`src/design/ipm_pkg.sv`:
```
// Shared types and constants of the inter-processor interrupt mailbox.
// Register offsets, error codes, decoded access descriptor and memory geometry.
// No dependencies.
`default_nettype none

package ipm_pkg;

  // Register offsets within the low address byte
  localparam logic [7:0] STATUS_OFFSET = 8'h00;
  localparam logic [7:0] ENABLE_OFFSET = 8'h04;
  localparam logic [7:0] SET_OFFSET    = 8'h08;
  localparam logic [7:0] CLEAR_OFFSET  = 8'h0C;
  localparam logic [7:0] MBOX_FIRST    = 8'h20;
  localparam logic [7:0] MBOX_LAST     = 8'h3C;

  // Error codes
  localparam logic [1:0] ERR_OK         = 2'd0;
  localparam logic [1:0] ERR_READ_ONLY  = 2'd1;
  localparam logic [1:0] ERR_UNKNOWN    = 2'd2;
  localparam logic [1:0] ERR_MISALIGNED = 2'd3;

  // Configuration reset
  localparam logic [5:0] NODE_POS_RESET = 6'd44;

  // Memory geometry: per-core table holds {enable, status}
  localparam int CORE_DEPTH = 16;
  localparam int CORE_W     = 64;
  localparam int MBOX_DEPTH = 64;
  localparam int MBOX_W     = 64;

  typedef enum logic [2:0] {
    KIND_STATUS,
    KIND_ENABLE,
    KIND_SET,
    KIND_CLEAR,
    KIND_MBOX,
    KIND_NONE
  } reg_kind_t;

  // Decoded access descriptor
  typedef struct packed {
    logic [3:0] core_no;
    logic [1:0] word;
    reg_kind_t  kind;
    logic [1:0] err;
  } dec_t;

endpackage

`default_nettype wire

```
`src/design/ipm_ram.sv`:
```
// Synchronous single-read single-write memory with per-entry valid bits.
// Unwritten entries read as zero; read data is registered. Depends on ipm_pkg.
`default_nettype none

module ipm_ram #(
  parameter int DATA_W = ipm_pkg::CORE_W,
  parameter int DEPTH  = ipm_pkg::CORE_DEPTH,
  localparam int ADDR_W = $clog2(DEPTH)
) (
  input  wire logic              clk,
  input  wire logic              rst,
  input  wire logic              rd_en,
  input  wire logic [ADDR_W-1:0] rd_addr,
  output logic      [DATA_W-1:0] rd_data,
  input  wire logic              wr_en,
  input  wire logic [ADDR_W-1:0] wr_addr,
  input  wire logic [DATA_W-1:0] wr_data
);
  import ipm_pkg::*;

  logic [DATA_W-1:0] mem [DEPTH];
  logic [DEPTH-1:0]  vld;
  logic [DATA_W-1:0] rd_q;
  logic              rd_vld;

  // Write port
  always_ff @(posedge clk) begin
    if (wr_en) mem[wr_addr] <= wr_data;
  end

  // Track written entries
  always_ff @(posedge clk) begin
    if (rst) begin
      vld <= '0;
    end else if (wr_en) begin
      vld[wr_addr] <= 1'b1;
    end
  end

  // Registered read
  always_ff @(posedge clk) begin
    if (rst) begin
      rd_vld <= 1'b0;
    end else if (rd_en) begin
      rd_vld <= vld[rd_addr];
    end
  end

  always_ff @(posedge clk) begin
    if (rd_en) rd_q <= mem[rd_addr];
  end

  assign rd_data = rd_vld ? rd_q : '0;

endmodule

`default_nettype wire

```
`config.mk`:
```
export PLATFORM = sky130hd
export DESIGN_NAME = ipm_ram
export DESIGN_NICKNAME = d
export VERILOG_FILES = /design/src/design/ipm_pkg.sv /design/src/design/ipm_ram.sv
export SDC_FILE = /design/constraint.sdc
export NUM_CORES = 1
export LEC_CHECK = 0
export BUFFER_PORTS_ARGS = -buffer_cell sky130_fd_sc_hd__buf_2
export CAP_MARGIN = 20
export CORE_UTILIZATION = 30
export CTS_CLUSTER_SIZE = 24
export DETAILED_ROUTE_END_ITERATION = 8
export PLACE_DENSITY = 0.55
export SLEW_MARGIN = 25
export SYNTH_ARGS = -nofsm -noshare
export SYNTH_HDL_FRONTEND = slang
export SYNTH_SLANG_ARGS = --single-unit
```
`constraint.sdc`:
```
create_clock -name clk -period 13 [get_ports clk]
set_input_delay 1.95 -clock clk [delete_from_list [all_inputs] [get_ports clk]]
set_output_delay 1.95 -clock clk [all_outputs]
set_load 0.01 [all_outputs]
```
==> run_results.csv <==
group,metric,value,unit
run_status,outcome,"complete, no violations",
floorplanning,initial_standard_cell_utilization_of_the_core,30.2,%
grt,grt_start_max_net_pins,110,
grt,grt_pass1_vias,19243,
clock_tree,insertion_delay,0.70,ns
floorplanning,floorplan.io_pins,140,
setup_path,critical-path-top-delay-family,"buffers and inverters",
synthesis,synth-compound-area-share,0.0785,%
synthesis,ys_top_cells_by_area,"sky130_fd_sc_hd__edfxtp_1 (79%), sky130_fd_sc_hd__mux4_2 (17%), sky130_fd_sc_hd__and2_1 (0.97%)",
synthesis,synth-async-reset-ratio,0,%
clock_tree,cts.repair.resized,0,
setup_path,worst_path_most_repeated_cell,"sky130_fd_sc_hd__mux4_2",
grt,grt_pass1_wl,143000,microns
layout,post-route-util,34.9,%
timing,setup-tns-final,0,ns
synthesis,synthesis.instances,1643,
clock_tree,post_cts_hold_buffer_count,0,
hold_path,worstHoldStart,"vld[7]",
power,irDropWorstVdd,0.000104,V
place,io_buffers,139,
synthesis,postSynthAreaPerCell,25.2,sq um
clock_tree,cts_htree_levels,3,
layout,layout.nets,1931,
synthesis,synth-seq-cells,1105,
timing,timing_worst_slew_pin_value,0.941,ns
timing,setup_violations_final,0,
synthesis,syn_area,0.0414,sq mm
hold_path,whs_path_depth,2,
setup_path,worstReg2RegEnd,"rd_q[5]",
synthesis,yosysTopAreaCell,"sky130_fd_sc_hd__edfxtp_1",
layout,mostFrequentLayoutCells,"sky130_fd_sc_hd__edfxtp_1 (1088), sky130_fd_sc_hd__mux4_2 (322), sky130_fd_sc_hd__buf_2 (134)",
clock_tree,clk_path_buf_depth,3,
routing,ant_nets,0,
synthesis,post_synth_edffs,1088,
setup_path,arr_time_crit_path,5.21,ns
place,detailedPlacementHpwl,49500,microns
power,power.leakage,15.0,nW
timing,drv_slew,0,
timing,relSlewSlack,37.3,%
synthesis,dominant_combinational_cell_family_by_area_after_synthesis,"multiplexers",
grt,groute.usage.overall,14.3,%
floorplanning,floorplan.die.height,374,microns
synthesis,ys.warnings.count,0,
synthesis,post_synth_fa_ha_maj_area_fraction,0,%
clock_tree,cts.sinks,1105,
synthesis,synth.distinct_cells,21,
setup_path,cp-end-kind,"flip-flop",
synthesis,ys_dominant_reg_cell,"sky130_fd_sc_hd__edfxtp_1",
setup_path,regToRegStartpoint,"mem[11][5]",
layout,number_of_fill_cells_in_the_layout,12460,
setup_path,worst_setup_path_start_kind,"primary input",
floorplanning,row_count,136,
timing,grt_setup_unrepaired,"false",
synthesis,synth_seq_area_share,79.7,%
timing,timing.final.crit_period,4.80,ns
floorplanning,fp.dieArea,0.140,sq mm
routing,initialDrtViolationCount,1642,
place,place_congestion,0.700,
synthesis,synthMuxAreaShare,17.6,%
floorplanning,floorplan.die.width,374,microns
routing,wire_per_inst,26.5,microns
clock_tree,clock_tree_from_tritoncts,"done",
setup_path,worst-path-max-fanout,76,
routing,post-route-drc-count,0,
clock_tree,cts.clk_slew.worst_paths,0.06,ns
timing,maxClockFrequency,0.208,GHz
routing,post_drt_via_cell_ratio,4.83,
routing,drtPass1Iterations,5,
timing,finClkSkew,0.0267,ns
power,pwr_density_cell,155,mW/mm^2
grt,overflow_left_after_global_routing,0,
floorplanning,standard_cell_core_area,0.137,sq mm
synthesis,netlist.area_leader.share,78.8,%
hold_path,hold_end,"vld[7]",
setup_path,critical_path.cell_chain,"buf_8, buf_12, buf_16, buf_6, mux4_2, mux4_2",
setup_path,timing.critical_path.slowest_cell_delay,0.62,ns
setup_path,required,13.41,ns
routing,dr_total_vias,18098,
routing,detail_route.wirelength,99300,microns
layout,synthToLayoutAreaGrowth,15.7,%
setup_path,rrSetupSlack,11.33,ns
setup_path,worst_path_bufs_invs,4,
synthesis,share_of_the_synthesized_netlist_area_taken_by_xor_and_xnor_gates,0,%
clock_tree,clockRootBuffer,"sky130_fd_sc_hd__clkbuf_16",
synthesis,synth.net_count,1719,
timing,timing.final.crit_share,36.9,%
timing,hold_viol,0,
synthesis,synth_simple_gate_area_share,1.61,%
clock_tree,cts_setup_buffers,0,
grt,number_of_antenna_violations_at_the_first_check_in_global_routing,24,
hold_path,worst_hold_path_type,"flip-flop to flip-flop",
layout,drive_gt1_share,34.7,%
layout,mostFrequentLayoutCell,"sky130_fd_sc_hd__edfxtp_1",
setup_path,worst_r2r_path_depth,2,
setup_path,cp_slowest_cell,"sky130_fd_sc_hd__buf_6",
run,drv.max_cap_violation_count,0,
clock_tree,cts_inserted_buffers,109,
setup_path,criticalPathCategory,"primary input to flip-flop",
-- metal layers --
| metal | global-route usage [%] | up-vias | routed length (microns) |
|---|---|---|---|
| li1 | - | 7509 | - |
| met1 | 20.3 | 9962 | 44500 |
| met2 | 22.8 | 495 | 47800 |
| met3 | 2.72 | 118 | 5550 |
| met4 | 2.85 | 14 | 1340 |
| met5 | 0 | - | 87 |
-- cell families after synthesis --
logic type             Yosys count
AND/OR/NAND/NOR                126
flip-flops                    1105
AO/OA/AOI/OAI                    4
buffers and inverters           82
multiplexers                   326
-- registers in the layout (all words and copies together), names as in the netlist --
| signal | flops |
|---|---|
| vld | 16 |
| rd_q | 64 |
| mem | 1024 |
| rd_vld | 1 |
-- worst max path at each step --
| stage | cells after the start | endpoint | from |
|---|---|---|---|
| finish | 6 | rd_q[46] | rd_addr[0] |
| global route | 6 | rd_q[46] | rd_addr[0] |
| detailed placement | 5 | rd_q[46] | rd_addr[0] |
| global placement | 5 | rd_q[46] | rd_addr[0] |
| CTS | 5 | rd_q[46] | rd_addr[0] |
| floorplan | 2 | mem[0][0] | wr_addr[2] |
-- worst register-to-register path, delay by kind of cell, from the launching register on --
kind	cells	cell delay, ns
DFF	1	0.37
muxes	2	1.02
-- metrics by stage --
stage          worst slack (ns)  instances  instance area (sq um)  hold slack, ns  power (W)
4_1_cts                    7.85       3736                  47900           0.466    0.00750
2_1_floorplan              5.57       1643                  41400           0.435    0.00431
3_5_place_dp               7.11       3537                  44400           0.453    0.00446
5_1_grt                    7.85       3737                  47900           0.496    0.00765
3_3_place_gp               7.14       3537                  44400           0.448    0.00444
6_report                   8.20       3744                  47900           0.468    0.00741
-- synth_stat cells (all sizes together), types with 2 or more instances --
cell	n
nor3	4
nand2b	2
mux2i	4
dfxtp	17
and2	64
nor2	47
buf	38
mux4	322
edfxtp	1088
a221oi	2
or3b	2
nand3b	3
nand2	2
clkbuf	44
-- power breakdown --
group / leakage (nW) / internal [W] / switching [W] / total (W)
Clock: 1.69 / 0.00172 / 0.00132 / 0.00304
Combinational: 3.26 / 0.000148 / 0.000191 / 0.000339
Sequential: 10.0 / 0.00401 / 0.0000246 / 0.00403
Total: 15.0 / 0.00588 / 0.00153 / 0.00741
-- final cells by class --
type	count	area, sq um	area share, %
multi-input cells	456	8100	16.9
clock inverters	65	591	1.23
well taps	1794	2240	4.68
flip-flops and latches	1105	33000	68.9
clock buffers	134	2860	5.97
repair buffers	183	1100	2.30
diodes	7	17.5	0.0365
No activity file was read; power rests on OpenSTA's default activity.
