<file path="src/design/ipm_pkg.sv">
// Shared types and constants of the inter-processor interrupt mailbox.
// Register offsets, error codes, decoded access descriptor and memory geometry.
// No dependencies.
`default_nettype none

package ipm_pkg;

  // Register offsets within the low address byte
  localparam logic [7:0] STATUS_OFFSET = 8'h00;
  localparam logic [7:0] ENABLE_OFFSET = 8'h04;
  localparam logic [7:0] SET_OFFSET    = 8'h08;
  localparam logic [7:0] CLEAR_OFFSET  = 8'h0C;
  localparam logic [7:0] MBOX_FIRST    = 8'h20;
  localparam logic [7:0] MBOX_LAST     = 8'h3C;

  // Error codes
  localparam logic [1:0] ERR_OK         = 2'd0;
  localparam logic [1:0] ERR_READ_ONLY  = 2'd1;
  localparam logic [1:0] ERR_UNKNOWN    = 2'd2;
  localparam logic [1:0] ERR_MISALIGNED = 2'd3;

  // Configuration reset
  localparam logic [5:0] NODE_POS_RESET = 6'd44;

  // Memory geometry: per-core table holds {enable, status}
  localparam int CORE_DEPTH = 16;
  localparam int CORE_W     = 64;
  localparam int MBOX_DEPTH = 64;
  localparam int MBOX_W     = 64;

  typedef enum logic [2:0] {
    KIND_STATUS,
    KIND_ENABLE,
    KIND_SET,
    KIND_CLEAR,
    KIND_MBOX,
    KIND_NONE
  } reg_kind_t;

  // Decoded access descriptor
  typedef struct packed {
    logic [3:0] core_no;
    logic [1:0] word;
    reg_kind_t  kind;
    logic [1:0] err;
  } dec_t;

endpackage

`default_nettype wire

</file>
<file path="src/design/ipm_decode.sv">
// Address decoder of the mailbox: core index, register kind, mailbox word, error.
// Depends on ipm_pkg.
`default_nettype none

module ipm_decode (
  input  wire logic          mode,
  input  wire logic [47:0]   access_address,
  input  wire logic [3:0]    access_bytes,
  input  wire logic [5:0]    node_pos,
  output ipm_pkg::dec_t      dec
);
  import ipm_pkg::*;

  logic [63:0] addr_ext;
  logic [63:0] shifted;
  logic [7:0]  offset;
  logic [3:0]  align_mask;
  logic [7:0]  mbox_rel;

  // Pick node bits; shifts past the address width select node 0
  assign addr_ext   = {16'd0, access_address};
  assign shifted    = addr_ext >> node_pos;
  assign offset     = access_address[7:0];
  assign align_mask = 4'(access_bytes - 4'd1);
  assign mbox_rel   = 8'(offset - MBOX_FIRST);

  // Classify the offset and rank the errors, alignment first
  always_comb begin
    dec.core_no = {shifted[1:0], access_address[9:8]};
    dec.word    = mbox_rel[4:3];
    dec.kind    = KIND_NONE;
    dec.err     = ERR_OK;
    if ((offset[3:0] & align_mask) != 4'd0) begin
      dec.err = ERR_MISALIGNED;
    end else if (offset == STATUS_OFFSET) begin
      dec.kind = KIND_STATUS;
      if (mode) dec.err = ERR_READ_ONLY;
    end else if (offset == ENABLE_OFFSET) begin
      dec.kind = KIND_ENABLE;
    end else if (offset == SET_OFFSET) begin
      dec.kind = KIND_SET;
    end else if (offset == CLEAR_OFFSET) begin
      dec.kind = KIND_CLEAR;
    end else if (offset >= MBOX_FIRST && offset <= MBOX_LAST) begin
      dec.kind = KIND_MBOX;
    end else begin
      dec.err = ERR_UNKNOWN;
    end
  end

endmodule

`default_nettype wire

</file>
<file path="config.mk">
export PLATFORM = sky130hd
export DESIGN_NAME = ipm_decode
export DESIGN_NICKNAME = d
export VERILOG_FILES = /design/src/design/ipm_pkg.sv /design/src/design/ipm_decode.sv
export SDC_FILE = /design/constraint.sdc
export NUM_CORES = 1
export LEC_CHECK = 0
export ABC_AREA = 1
export BUFFER_PORTS_ARGS = -buffer_cell sky130_fd_sc_hd__buf_2
export CORE_MARGIN = 3
export CORE_UTILIZATION = 46
export DETAILED_ROUTE_END_ITERATION = 8
export PLACE_DENSITY = 0.85
export REMOVE_ABC_BUFFERS = 1
export SLEW_MARGIN = 25
export SYNTH_ARGS = -nofsm -noshare
export SYNTH_HDL_FRONTEND = slang
export SYNTH_SLANG_ARGS = --single-unit
</file>
<file path="constraint.sdc">
create_clock -name vclk -period 1.8
set_input_delay 0.36 -clock vclk [all_inputs]
set_output_delay 0.36 -clock vclk [all_outputs]
set_load 0.03 [all_outputs]
</file>
==> qor.tcl <==
set qor(ant_nets) 0
set qor(global_placement_routability_congestion) 0.849
set qor(whs_path_depth) 2
set qor(post_synth_inst_count) 253
set qor(swShare_pct) 54.4
set qor(final-seq-area_sq_um) 0
set qor(worst_hold_path_type) {input port to output pin}
set qor(static-leakage-power_uw) 0.00103
set qor(num_rows) 17
set qor(synth.yosys.seq_area_share_pct) 0
set qor(place.detailed.hpwl_mm) 2.75
set qor(global_route_wire_length_before_repair_mm) 6.38
set qor(first_global_vias) 1521
set qor(cellPowerDensity_nw_per_um2) 268
set qor(final_critical_path_setup_slack_ps) -31.2
set qor(timing.final.crit_period_ps) 1830
set qor(synth_area_per_cell_sq_um) 4.62
set qor(synth_top_area_cell) {sky130_fd_sc_hd__nand2_1}
set qor(max-vdd-ir-drop_uv) 194
set qor(setup_viol) 2
set qor(fmax_ghz) 0.546
set qor(timing.final.crit_share_pct) 102
set qor(final-max-slew-violation-count) 0
set qor(io_buffer_count) 70
set qor(grt_overflow) 0
set qor(chipWidth_microns) 56.4
set qor(cts-hold-fix-buffers) 0
set qor(crit_required_ps) 1440
set qor(yosysWarnings) 0
set qor(critPathKind) {input port to output pin}
set qor(maxCapViolations) 0
set qor(hold_viol) 0
set qor(drive_above_1_share_pct) 30.0
set qor(multi_input_logic_area_sq_um) 962
set qor(p_sw_uw) 264
set qor(route.layer.met1.wl_mm) 1.74
set qor(post_synthesis_cell_area_sq_um) 1170
set qor(boundaryPins) 70
set qor(tightest_slew_ps) 183
set qor(synth.cells.most_frequent) {99 x sky130_fd_sc_hd__nand2_1, 69 x sky130_fd_sc_hd__nand3_1, 23 x sky130_fd_sc_hd__inv_1, 9 x sky130_fd_sc_hd__buf_4, 8 x sky130_fd_sc_hd__a21oi_1}
set qor(placed_inst_area_sq_um) 1550
set qor(worst_slew_margin_rel_pct) 87.8
set qor(track_usage_pct) 23.0
set qor(n_sequential_cell) 0
set qor(power.internal_uw) 221
set qor(drt_wl_total_mm) 4.69
set qor(fin_util_pct) 78.2
set qor(clockBufferCount) 0
set qor(vias) 2009
set qor(yosys.cell_count.top_type) {sky130_fd_sc_hd__nand2_1}
set qor(n_antenna_cell) 0
set qor(numPlacedInstances) 340
set qor(rsz0062_at_grt) {yes}
set qor(maximum_number_of_pins_on_one_net_before_global_route_repair) 26
set qor(floorplan.die_area_sq_um) 3180
set qor(stdcell_count) 348
set qor(power_share_of_the_clock_group_pct) 0
set qor(detail_route.first_pass.iterations) 5
set qor(totalNegativeSetupSlack_ps) -60.8
set qor(pwr-share-comb_pct) 100.0
set qor(crit_path_end_kind) {output pin}
set qor(synth.area.top_cells) {sky130_fd_sc_hd__nand2_1 32%, sky130_fd_sc_hd__nand3_1 30%, sky130_fd_sc_hd__inv_1 7.4%, sky130_fd_sc_hd__buf_4 5.8%, sky130_fd_sc_hd__o211ai_1 3.9%}
set qor(startpoint_type) {input port}
set qor(nets) 382
set qor(area.growth.synth_to_final_pct) 55.1
set qor(postLayoutCellArea_sq_um) 1810
set qor(status) {finished with violations}
set qor(floorplan.die.height_microns) 56.4
set qor(dr.max_layer_used) {met4}
set qor(yosys.cell_types.count) 20
set qor(fillCellCount) 183
set qor(violations) {negative setup slack}
set qor(drt_iter0_markers) 157
set qor(coreArea_sq_um) 2320
set qor(post-synth-top-area-fraction_pct) 31.8
set qor(avgRoutedWirePerCell_microns) 13.5
set qor(critPathMaxFanout) 7
set qor(p_seq_share_pct) 0
set qor(antenna_found_initial) 0
set qor(route.met3.wl_microns) 606
set qor(met2WireLength_mm) 2.28
set qor(detail_routed_via_count_per_cell) 5.77
set qor(critical_path_arrival_ps) 1470
set qor(initial_utilization_pct) 50.4
set qor(drc) 0
## per-layer routing
layer | up-vias | track usage [%]
met5 | - | 0
met4 | 0 | 3.73
met3 | 10 | 1.61
met2 | 166 | 40.1
met1 | 862 | 31.3
li1 | 971 | -
## per-stage QoR
step	setup slack, ps	power (uW)	hold slack [ps]
after floorplan	-243	193	720
after global placement	-27.3	379	1000
after detailed placement	-71.8	386	1000
after CTS	6.39	415	1000
after global routing	-119	525	1020
final	-31.2	485	1010
## area by class of cell
class                      count  share of cell area (%)
inverter                      25                    6.35
multi-input combinational    207                    53.1
tap                           28                    1.93
timing repair buffer          88                    38.6
## logic make-up after synthesis
group,count (synthesis),share of synthesized area (%)
XOR/XNOR,1,0.750
AND/OR/NAND/NOR,178,65.2
buffers and inverters,46,19.8
AO/OA/AOI/OAI,27,13.2
adder cells (fa/ha/maj),1,1.07
## placed cells by master, fill, tap and decap left out
cell	Yosys	routed
sky130_fd_sc_hd__nand2_1	99	98
sky130_fd_sc_hd__nand3_1	69	69
sky130_fd_sc_hd__buf_2	7	64
sky130_fd_sc_hd__inv_1	23	21
sky130_fd_sc_hd__a21oi_1	8	8
sky130_fd_sc_hd__buf_4	9	8
sky130_fd_sc_hd__o21ai_0	7	7
sky130_fd_sc_hd__nor2_1	7	6
sky130_fd_sc_hd__o211ai_1	6	6
sky130_fd_sc_hd__buf_12	0	6
sky130_fd_sc_hd__clkbuf_16	0	4
sky130_fd_sc_hd__buf_6	2	4
sky130_fd_sc_hd__nand4_1	3	3
sky130_fd_sc_hd__o21ai_1	3	3
sky130_fd_sc_hd__inv_4	0	2
sky130_fd_sc_hd__o22ai_1	2	2
sky130_fd_sc_hd__buf_16	0	2
sky130_fd_sc_hd__xnor2_2	0	1
sky130_fd_sc_hd__a31oi_1	1	1
sky130_fd_sc_hd__nor2_2	0	1
sky130_fd_sc_hd__inv_16	0	1
sky130_fd_sc_hd__inv_2	2	1
sky130_fd_sc_hd__nand2_2	0	1
sky130_fd_sc_hd__ha_4	0	1
## power by group through the flow
| stage | Clock, uW | Sequential [uW] | Combinational [uW] |
|---|---|---|---|
| floorplan | 0 | 0 | 193 |
| global placement | 0 | 0 | 379 |
| detailed placement | 0 | 0 | 386 |
| CTS | 0 | 0 | 415 |
| global route | 0 | 0 | 525 |
| finish | 0 | 0 | 485 |
## final timing paths
kind / startpoint / to / slack, ps
min: access_address[8] / dec[7] / 1010
max: node_pos[0] / dec[9] / -30
## timing repair
item / in CTS / in global routing
gates cloned: 2 / 4
setup buffers: 0 / 2
resized for setup: 11 / 17
pin swaps: 1 / 9
endpoints found under the setup margin: 5 / 6
## worst max-delay path, stage by stage
cell and delay [ps]:
sky130_fd_sc_hd__buf_12 130, sky130_fd_sc_hd__inv_16 90, sky130_fd_sc_hd__clkbuf_16 140, sky130_fd_sc_hd__nand2_1 40, sky130_fd_sc_hd__nand3_1 70, sky130_fd_sc_hd__nand3_1 90, sky130_fd_sc_hd__nand2_1 70, sky130_fd_sc_hd__nand2_1 60
sky130_fd_sc_hd__nand3_1 110, sky130_fd_sc_hd__nand3_1 70, sky130_fd_sc_hd__nand2_1 100, sky130_fd_sc_hd__buf_6 140
Power figures use the tool's default switching activity.
